File: src/sv/ffa_pkg.sv
`default_nettype none
package ffa_pkg;

  localparam int unsigned AW = 32;
  localparam int unsigned CW = 9;
  localparam logic [AW-1:0] PAGE_ADD  = 32'h0000_0fff;
  localparam logic [AW-1:0] PAGE_MASK = 32'hffff_f000;

  typedef enum logic [1:0] {
    ST_DONE    = 2'd0,
    ST_NOFIT   = 2'd1,
    ST_LOST    = 2'd2,
    ST_UNUSED  = 2'd3
  } status_e;

  typedef enum logic [1:0] {
    OP_HOLD   = 2'd0,
    OP_SHL    = 2'd1,
    OP_SHR    = 2'd2
  } shift_e;

  typedef enum logic [1:0] {
    S_IDLE = 2'd0,
    S_EXEC = 2'd1,
    S_OUT  = 2'd2
  } state_e;

  // per-cell flags fed back from the row
  typedef struct packed {
    logic valid;
    logic fit;
    logic above;
    logic end_eq;
    logic start_eq;
  } cell_flag_t;

  // per-cell command from the sequencer
  typedef struct packed {
    shift_e          shift;
    logic            wr;
    logic [AW-1:0]   wr_start;
    logic [AW-1:0]   wr_size;
  } cell_cmd_t;

endpackage
`default_nettype wire

File: src/sv/ffa_cell.sv
`default_nettype none
module ffa_cell import ffa_pkg::*; (
  input  wire logic          clk_i,
  input  wire cell_cmd_t     cmd_i,
  input  wire logic [AW-1:0] key_addr_i,
  input  wire logic [AW-1:0] key_end_i,
  input  wire logic [AW-1:0] key_size_i,
  input  wire logic [AW-1:0] lo_start_i,
  input  wire logic [AW-1:0] lo_size_i,
  input  wire logic [AW-1:0] hi_start_i,
  input  wire logic [AW-1:0] hi_size_i,
  output logic [AW-1:0]      start_o,
  output logic [AW-1:0]      size_o,
  output logic               fit_o,
  output logic               above_o,
  output logic               end_eq_o,
  output logic               start_eq_o
);

  logic [AW-1:0] start_q, start_d, size_q, size_d;

  always_comb begin
    start_d = start_q;
    size_d  = size_q;
    if (cmd_i.wr) begin
      start_d = cmd_i.wr_start;
      size_d  = cmd_i.wr_size;
    end else begin
      case (cmd_i.shift)
        OP_SHL: begin
          start_d = hi_start_i;
          size_d  = hi_size_i;
        end
        OP_SHR: begin
          start_d = lo_start_i;
          size_d  = lo_size_i;
        end
        default: ;
      endcase
    end
  end

  always_ff @(posedge clk_i) begin
    start_q <= start_d;
    size_q  <= size_d;
  end

  assign start_o    = start_q;
  assign size_o     = size_q;
  assign fit_o      = size_q >= key_size_i;
  assign above_o    = start_q > key_addr_i;
  assign end_eq_o   = (start_q + size_q) == key_addr_i;
  assign start_eq_o = start_q == key_end_i;

endmodule
`default_nettype wire

File: config.mk
export PLATFORM = sky130hd
export DESIGN_NAME = ffa_cell
export DESIGN_NICKNAME = d
export VERILOG_FILES = /design/src/sv/ffa_pkg.sv /design/src/sv/ffa_cell.sv
export SDC_FILE = /design/constraint.sdc
export NUM_CORES = 1
export LEC_CHECK = 0
export ABC_AREA = 1
export BUFFER_PORTS_ARGS = -buffer_cell sky130_fd_sc_hd__buf_2
export CORE_UTILIZATION = 39
export DETAILED_ROUTE_END_ITERATION = 7
export PLACE_DENSITY = 0.65
export SLEW_MARGIN = 30
export SYNTH_ARGS = -nofsm -noshare
export SYNTH_HDL_FRONTEND = slang
export SYNTH_SLANG_ARGS = --single-unit
File: constraint.sdc
create_clock -name clk_i -period 2.6 [get_ports clk_i]
set_input_delay 0 -clock clk_i [delete_from_list [all_inputs] [get_ports clk_i]]
set_output_delay 0 -clock clk_i [all_outputs]
set_load 0.02 [all_outputs]
Word-level counts from Yosys, hierarchy flattened
Cells that the tools add are included.

cells by class
  $add $sub $neg = 1
  magnitude comparators = 2
  equality and inequality tests = 4
  mux-type cells = 4
  reduce and logical (&&, ||, !) cells = 1

operators by type and width
  kind                count
  $pmux 32 s2         2
  $eq 32x32->1        2
  $mux 32             2
  $add 32x32->32      1
  $ge 32x32->1        1
  $gt 32x32->1        1
  $reduce_bool 3->1   1
  $eq 2x1->1 const B  1
  $eq 2x2->1 const B  1

storage, ports and cells
  register bits after elaboration = 64
  input bits = 292

Depth between registers and ports, before layout
Gate-level depths: netlist of run 1.

  depth in word-level cells = 3
  gate-level depth with buffers = 19

Worst setup path before layout of run 1
OpenSTA, ideal clock, no wires.

  path kind = flip-flop to output port
  from = reg start_q[0] (netlist: start_o[0])
  to = out end_eq_o
  arrival time = 2.372 ns
  setup slack = 0.228 ns
  cell stages (with the launch flop) = 18
  path buffers = 0
  cells stage by stage = edfxtp_1 -> ha_1 -> fa_1 -> nand3_1 -> nand3_2 -> nand2_1 -> nand2_1 -> nand2_1 -> nand3_1 -> nand2_1 -> nand2_1 -> nand2_1 -> nand2_1 -> nor2_1 -> nand2_1 -> nor2_1 -> nand2_1 -> nor2_2

between the ends
  cells in the longest elaborated chain, start to end = 2

RTL lines
  element                   line            text
  start: declaration        ffa_cell.sv:20  logic [AW-1:0] start_q, start_d, size_q, size_d;
  start signal: assignment  ffa_cell.sv:44  start_q <= start_d;
  $add 32x32->32            ffa_cell.sv:52  assign end_eq_o = (start_q + size_q) == key_addr_i;
  $eq 32x32->1              ffa_cell.sv:52
  end: declaration          ffa_cell.sv:16  output logic end_eq_o,

No other way between the ends.

Worst setup path after layout of run 1
  from = reg size_q[0] (netlist: size_o[0])
  to = out end_eq_o

between the ends
  cells in the longest elaborated chain, start to end = 2

RTL lines
  element                   line            text
  start: declaration        ffa_cell.sv:20
  start signal: assignment  ffa_cell.sv:45  size_q <= size_d;
  $add 32x32->32            ffa_cell.sv:52
  $eq 32x32->1              ffa_cell.sv:52

No other way between the ends.

==> summary.md, run 1 <==
| Metric | Value |
|---|---|
| CTS tree | `yes` |
| Multi-input logic area | `0.00593 mm²` |
| Peak supply drop | `0.314 mV` |
| Die area | `0.0212 mm²` |
| Pwr dens | `566 mW/mm²` |
| Synthesized area | `0.00806 mm²` |
| Most numerous cell in the Yosys netlist | `nand2_1` |
| Via count | `9720` |
| Violated checks | `setup timing` |
| Reg clk slew, reported paths | `0.05 ns` |
| Most frequent cells after synthesis | `407 x nand2_1, 193 x inv_1, 135 x nor2_1` |
| GRT overflow | `0` |
| Growth of design area from synthesis to finish | `44.0%` |
| DP Wirelength | `28.7 mm` |
| Critical path origin | `size_o[0]` |
| RSZ-0062 raised after global routing | `yes` |
| Setup WS pre-CTS | `0.0392 ns` |
| DRC | `0` |
| Share of the synthesized area in the top cell type | `23.8%` |
| Initial antenna violation count | `3` |
| Placer Congestion | `0.938` |
| Tot GR Track Use | `31.4%` |
| DRT Wirelength | `34.0 mm` |
| Post-layout util | `57.4%` |
| Setup violators final | `1` |
| DR WL/cell | `17.6 µm` |
| Switch share | `44.1%` |
| Period utilisation layout | `104%` |
| Vias/cell | `5.05` |
| Synth Register Bits | `64` |
| Layout cells sized above 1 | `35.1%` |
| CP startpoint kind | `flip-flop` |
| Total net switching power | `2.90 mW` |
| Io pins | `360` |
| Post-DRT Antenna Nets | `0` |
| Synth area leader | `edfxtp_1` |
| Rel. slew slack | `37.2%` |
| Max-cap violations | `0` |
| Area contributors post-synth | `edfxtp_1 24%, nand2_1 19%, ha_1 15%` |
| Worst Hold Launch | `hi_start_i[31]` |
| Largest net degree at the start of global routing | `70` |
| Largest fanout on the critical path | `3` |
| Register area | `0.00192 mm²` |
| Num rows | `52` |
| Vias in the first global route | `9298` |
| Sequential-to-total area share from yosys stat | `23.8%` |
| Avg Inst Size Synth | `6.55 µm²` |
| Num CTS Buffers | `9` |
| DRT Pass-1 Iters | `6` |
| Hold_buf cts | `0` |
| WP data required | `2.60 ns` |
| Clk sink count | `64` |
| Worst-margin pin slew | `0.941 ns` |
| Root Buffer | `clkbuf_16` |
| Internal Power | `3.67 mW` |
| Crit end category | `output pin` |
| Top FF cell, synth | `edfxtp_1` |
| Post-synth EDFFs | `64` |
| Hold WC Path Type | `primary input to flip-flop` |
| Vert. Die Dim | `146 µm` |
| Cell variety after synth | `39` |
| Pins Over Slew Limit | `0` |
| Crit path time final | `2.70 ns` |
| Worst hold slack | `0.0121 ns` |
| Global-route wire length before repair | `50.3 mm` |
| Reg power frac | `22.9%` |
| PortBufs | `359` |
| YS warnings | `0` |
| Core Footprint | `0.0202 mm²` |
| Initial Util | `39.8%` |
| Syn Nets | `1619` |
| Syn Inst Count | `1231` |
| Iter 0 DRT Violations | `608` |
| Final Hold Viols | `0` |
| Combinational share of power | `58.9%` |
| Critical path class | `flip-flop to output pin` |
| CTS max path bufs | `2` |
| Final worst slack | `-0.104 ns` |
| H-tree levels | `3` |
| Critical path arrival | `2.70 ns` |
| Fillers | `1972` |
| Leak | `6.21 nW` |
| Final nets | `2036` |
| Async SR Flop Fraction | `0%` |
| Clock group share of total power | `18.1%` |
| Outcome | `finished, violations left` |
| DIE WIDTH | `146 µm` |
| Peak Freq | `0.370 GHz` |
critical path, cell delays in order, from the launching register on:
cell and delay [ns]:
edfxtp_1 0.42, ha_2 0.21, fa_2 0.37, buf_4 0.15, buf_4 0.12, xor2_1 0.14
a21oi_1 0.14, o21ai_0 0.17, nor3_2 0.26, nand4_1 0.14, nor2_2 0.14, buf_6 0.12
cells in the final DEF (no fill, tap or decap), types with 3 or more instances in the layout:
master / n
nor2_2: 15
o21ai_0: 8
a211oi_1: 4
and2_1: 3
or2_2: 5
nand3_2: 7
nand2_4: 3
buf_4: 75
a21oi_1: 38
nand2_1: 378
xor2_1: 20
edfxtp_1: 64
nand2_2: 33
nor2_1: 121
nand4_1: 20
xnor3_1: 5
nor4_1: 4
o2111ai_1: 4
ha_4: 26
clkinv_1: 3
o21bai_1: 5
a31oi_1: 66
nand3_1: 39
a21oi_2: 8
inv_2: 8
inv_1: 185
clkbuf_16: 9
buf_2: 357
nor2_4: 8
xnor2_1: 27
ha_1: 67
nor3_2: 6
through the flow:
step / cell area, µm² / TNS (ns) / std cells / power (mW)
3_3_place_gp: 10500 / -0.0225 / 1878 / 4.76
4_1_cts: 11300 / -0.144 / 1905 / 6.28
2_1_floorplan: 8060 / 0 / 1231 / 3.54
3_5_place_dp: 10500 / 0 / 1878 / 4.79
5_1_grt: 11600 / -0.348 / 1924 / 7.00
6_report: 11600 / -0.104 / 1924 / 6.57
power by group through the flow:
| stage | combinational, mW | clock, mW | sequential, mW |
|---|---|---|---|
| 5_1_grt | 4.26 | 1.23 | 1.51 |
| 6_report | 3.87 | 1.19 | 1.51 |
| 3_5_place_dp | 3.31 | 0 | 1.48 |
| 3_3_place_gp | 3.29 | 0 | 1.47 |
| 2_1_floorplan | 1.92 | 0 | 1.63 |
| 4_1_cts | 3.58 | 1.20 | 1.50 |
final timing paths:
path                      end  slack (ns)  cells after the start
hold / removal    start_o[31]        0.01                      3
setup / recovery     end_eq_o       -0.10                     11
cells by family after synthesis:
kind of cell | count (synthesis) | synth area share, %
simple gates | 650 | 33.3
buf+inv | 223 | 10.4
compound gates | 146 | 11.0
fa+ha+maj | 96 | 15.0
flops | 64 | 23.8
xor+xnor | 52 | 6.50
registers in the layout, indices dropped and copies added (netlist names):
register and flops:
size_o 32, start_o 32
layout make-up:
type / count / share of cell area [%]
Antenna cell: 1 / 0.0216
Clock buffer: 9 / 1.94
Tap cell: 270 / 2.91
Clock inverter: 7 / 0.539
Inverter: 194 / 6.29
Multi-Input combinational cell: 944 / 51.1
Sequential cell: 64 / 16.6
Timing Repair Buffer: 435 / 20.6
routing by layer:
layer / vias up / GRT usage (%) / share of wire, %
li1: 4833 / - / -
met1: 4446 / 42.0 / 44
met2: 384 / 50.0 / 45
met3: 55 / 6.58 / 8.3
met4: 2 / 10.7 / 2.6
met5: - / 0 / 0.035
timing repair:
action | in CTS | in global routing
endpoints found under the setup margin | 2 | 3
buffers inserted | 12 | 18
gates resized for setup | 69 | 59
pin swaps | 21 | 27
Note: power is estimated with default switching activity, not from simulation.
==> inputs of run 2 (changes only) <==
- clock period: 2.6 -> 3.5 ns (I/O delays scaled with it)
==> summary.md, run 2 (synthesized netlist as in run 1, its figures left out) <==
| Metric | Value |
|---|---|
| WP data required | `3.50 ns` |
| Peak Freq | `0.312 GHz` |
| Tot GR Track Use | `29.6%` |
| Rel. slew slack | `45.8%` |
| Iter 0 DRT Violations | `588` |
| Final nets | `1964` |
| DRT Wirelength | `31.7 mm` |
| GRT overflow | `0` |
| CTS-repair resized insts | `0` |
| Clk sink count | `64` |
| Hold_buf cts | `0` |
| Critical path origin | `start_o[0]` |
| Setup violators final | `0` |
| Most common cell after layout, fill and taps aside | `nand2_1` |
| Vert. Die Dim | `146 µm` |
| Worst Setup EP | `end_eq_o` |
| Met3 usage | `3.76%` |
| Fin cells | `1852` |
| Combinational share of power | `54.4%` |
| Most frequent cells in the layout | `406 x nand2_1, 359 x buf_2, 191 x inv_1` |
| Largest net degree at the start of global routing | `68` |
| Leak | `5.80 nW` |
| Placed cells | `1835` |
| Final TNS setup | `0 ns` |
| H-tree levels | `3` |
| RSZ-0062 raised after global routing | `no` |
| Hold WC Path Type | `primary input to flip-flop` |
| Root Buffer | `clkbuf_16` |
| Post-layout util | `51.4%` |
| Finished Cell Area | `0.0104 mm²` |
| Critical path class | `flip-flop to output pin` |
| GR peak layer | `met2` |
| Pwr dens | `407 mW/mm²` |
| Vias in the first global route | `8747` |
| Outcome | `complete, no violations` |
| DRT Pass-1 Iters | `5` |
| Io pins | `360` |
| Placer Congestion | `0.965` |
| Vias/cell | `5.00` |
| DRC | `0` |
| DIE WIDTH | `146 µm` |
| Setup WS pre-CTS | `0.674 ns` |
| Num CTS Buffers | `9` |
| Growth of design area from synthesis to finish | `29.1%` |
| Num rows | `52` |
| Switch share | `45.1%` |
| CTS tree | `yes` |
| Die area | `0.0212 mm²` |
| Reg power frac | `27.1%` |
| Total net switching power | `1.91 mW` |
| Period utilisation layout | `91.7%` |
| Global-route wire length before repair | `48.0 mm` |
| DP Wirelength | `27.6 mm` |
| Initial antenna violation count | `5` |
| Peak supply drop | `0.201 mV` |
| Clock group share of total power | `18.5%` |
| Layout cells sized above 1 | `26.2%` |
| DR WL/cell | `17.1 µm` |
| Met1 usage | `39.5%` |
| Reg clk slew, reported paths | `0.06 ns` |
| Post-CTS setup buffers | `0` |
| Max-cap violations | `0` |
| CP startpoint kind | `flip-flop` |
| Pins Over Slew Limit | `0` |
| Final Hold Viols | `0` |
| Initial Util | `39.8%` |
| Core Footprint | `0.0202 mm²` |
| Internal Power | `2.32 mW` |
| Post-DRT Antenna Nets | `0` |
| Crit end category | `output pin` |
| Worst-margin pin slew | `0.811 ns` |
| Via count | `9267` |
| Placed Area | `0.0101 mm²` |
| PortBufs | `359` |
| Critical path arrival | `3.21 ns` |
| CTS max path bufs | `2` |
| Largest fanout on the critical path | `4` |
| Final worst slack | `0.290 ns` |
| GR Util met2 | `50.5%` |
| Crit path time final | `3.21 ns` |
==> run 2: changes by cell type in the layout (fill, tap and decap cells not counted), sizes merged <==
cell	previous run	this run
clkinv	6	4
buf	435	363
diode	1	2
clkinvlp	1	3
bufinv	1	0
==> run 2: worst min-delay path by stage <==
stage	start	to	slack, ns	cells past startpoint
after floorplan	hi_size_i[0]	size_o[0]	0.25	2
after global placement	hi_start_i[31]	start_o[31]	0.34	3
after detailed placement	hi_size_i[7]	size_o[7]	0.35	3
after CTS	hi_size_i[7]	size_o[7]	0.001	3
after global routing	cmd_i[31]	size_o[31]	0.03	3
final	hi_size_i[7]	size_o[7]	0.02	3
==> run 2: area by class of cell <==
class | instances | area [µm²]
clock inverter | 6 | 37.5
tap | 270 | 338
inverter | 194 | 729
timing repair buffer | 363 | 1840
clock buffer | 9 | 225
multi-input combinational | 944 | 5310
sequential | 64 | 1920
fill | 2158 | 9830
antenna | 2 | 5.00
==> run 2: worst max-delay path: stages, from the launching register on <==
cell	delay [ns]
edfxtp_1	0.50
ha_1	0.32
fa_1	0.50
nand3_1	0.14
nand3_2	0.11
nand2_1	0.08
nand2_1	0.15
nand2_1	0.14
nand4_1	0.20
nand3_1	0.15
nand2_1	0.06
nor2_1	0.09
nand2_1	0.07
nor2_1	0.08
nand2_1	0.07
nor2_2	0.07
buf_2	0.16
==> run 2: routing by layer <==
layer  routed length, µm  up-vias
li1                    -     4688
met1               14200     4197
met2               15000      330
met3                1770       46
met4                 674        6
met5                  41        -
==> run 2: per-stage QoR <==
| stage | hold WS (ns) | power [mW] |
|---|---|---|
| 2_1_floorplan | 0.254 | 2.63 |
| 3_3_place_gp | 0.344 | 3.42 |
| 3_5_place_dp | 0.349 | 3.43 |
| 4_1_cts | 0.00101 | 4.23 |
| 5_1_grt | 0.0257 | 4.55 |
| 6_report | 0.0153 | 4.23 |
==> run 2: power groups by stage <==
stage,combinational (mW),clock (mW),sequential (mW)
floorplan,1.42,0,1.21
global placement,2.27,0,1.15
detailed placement,2.27,0,1.16
CTS,2.28,0.802,1.14
global route,2.56,0.826,1.16
finish,2.30,0.784,1.15
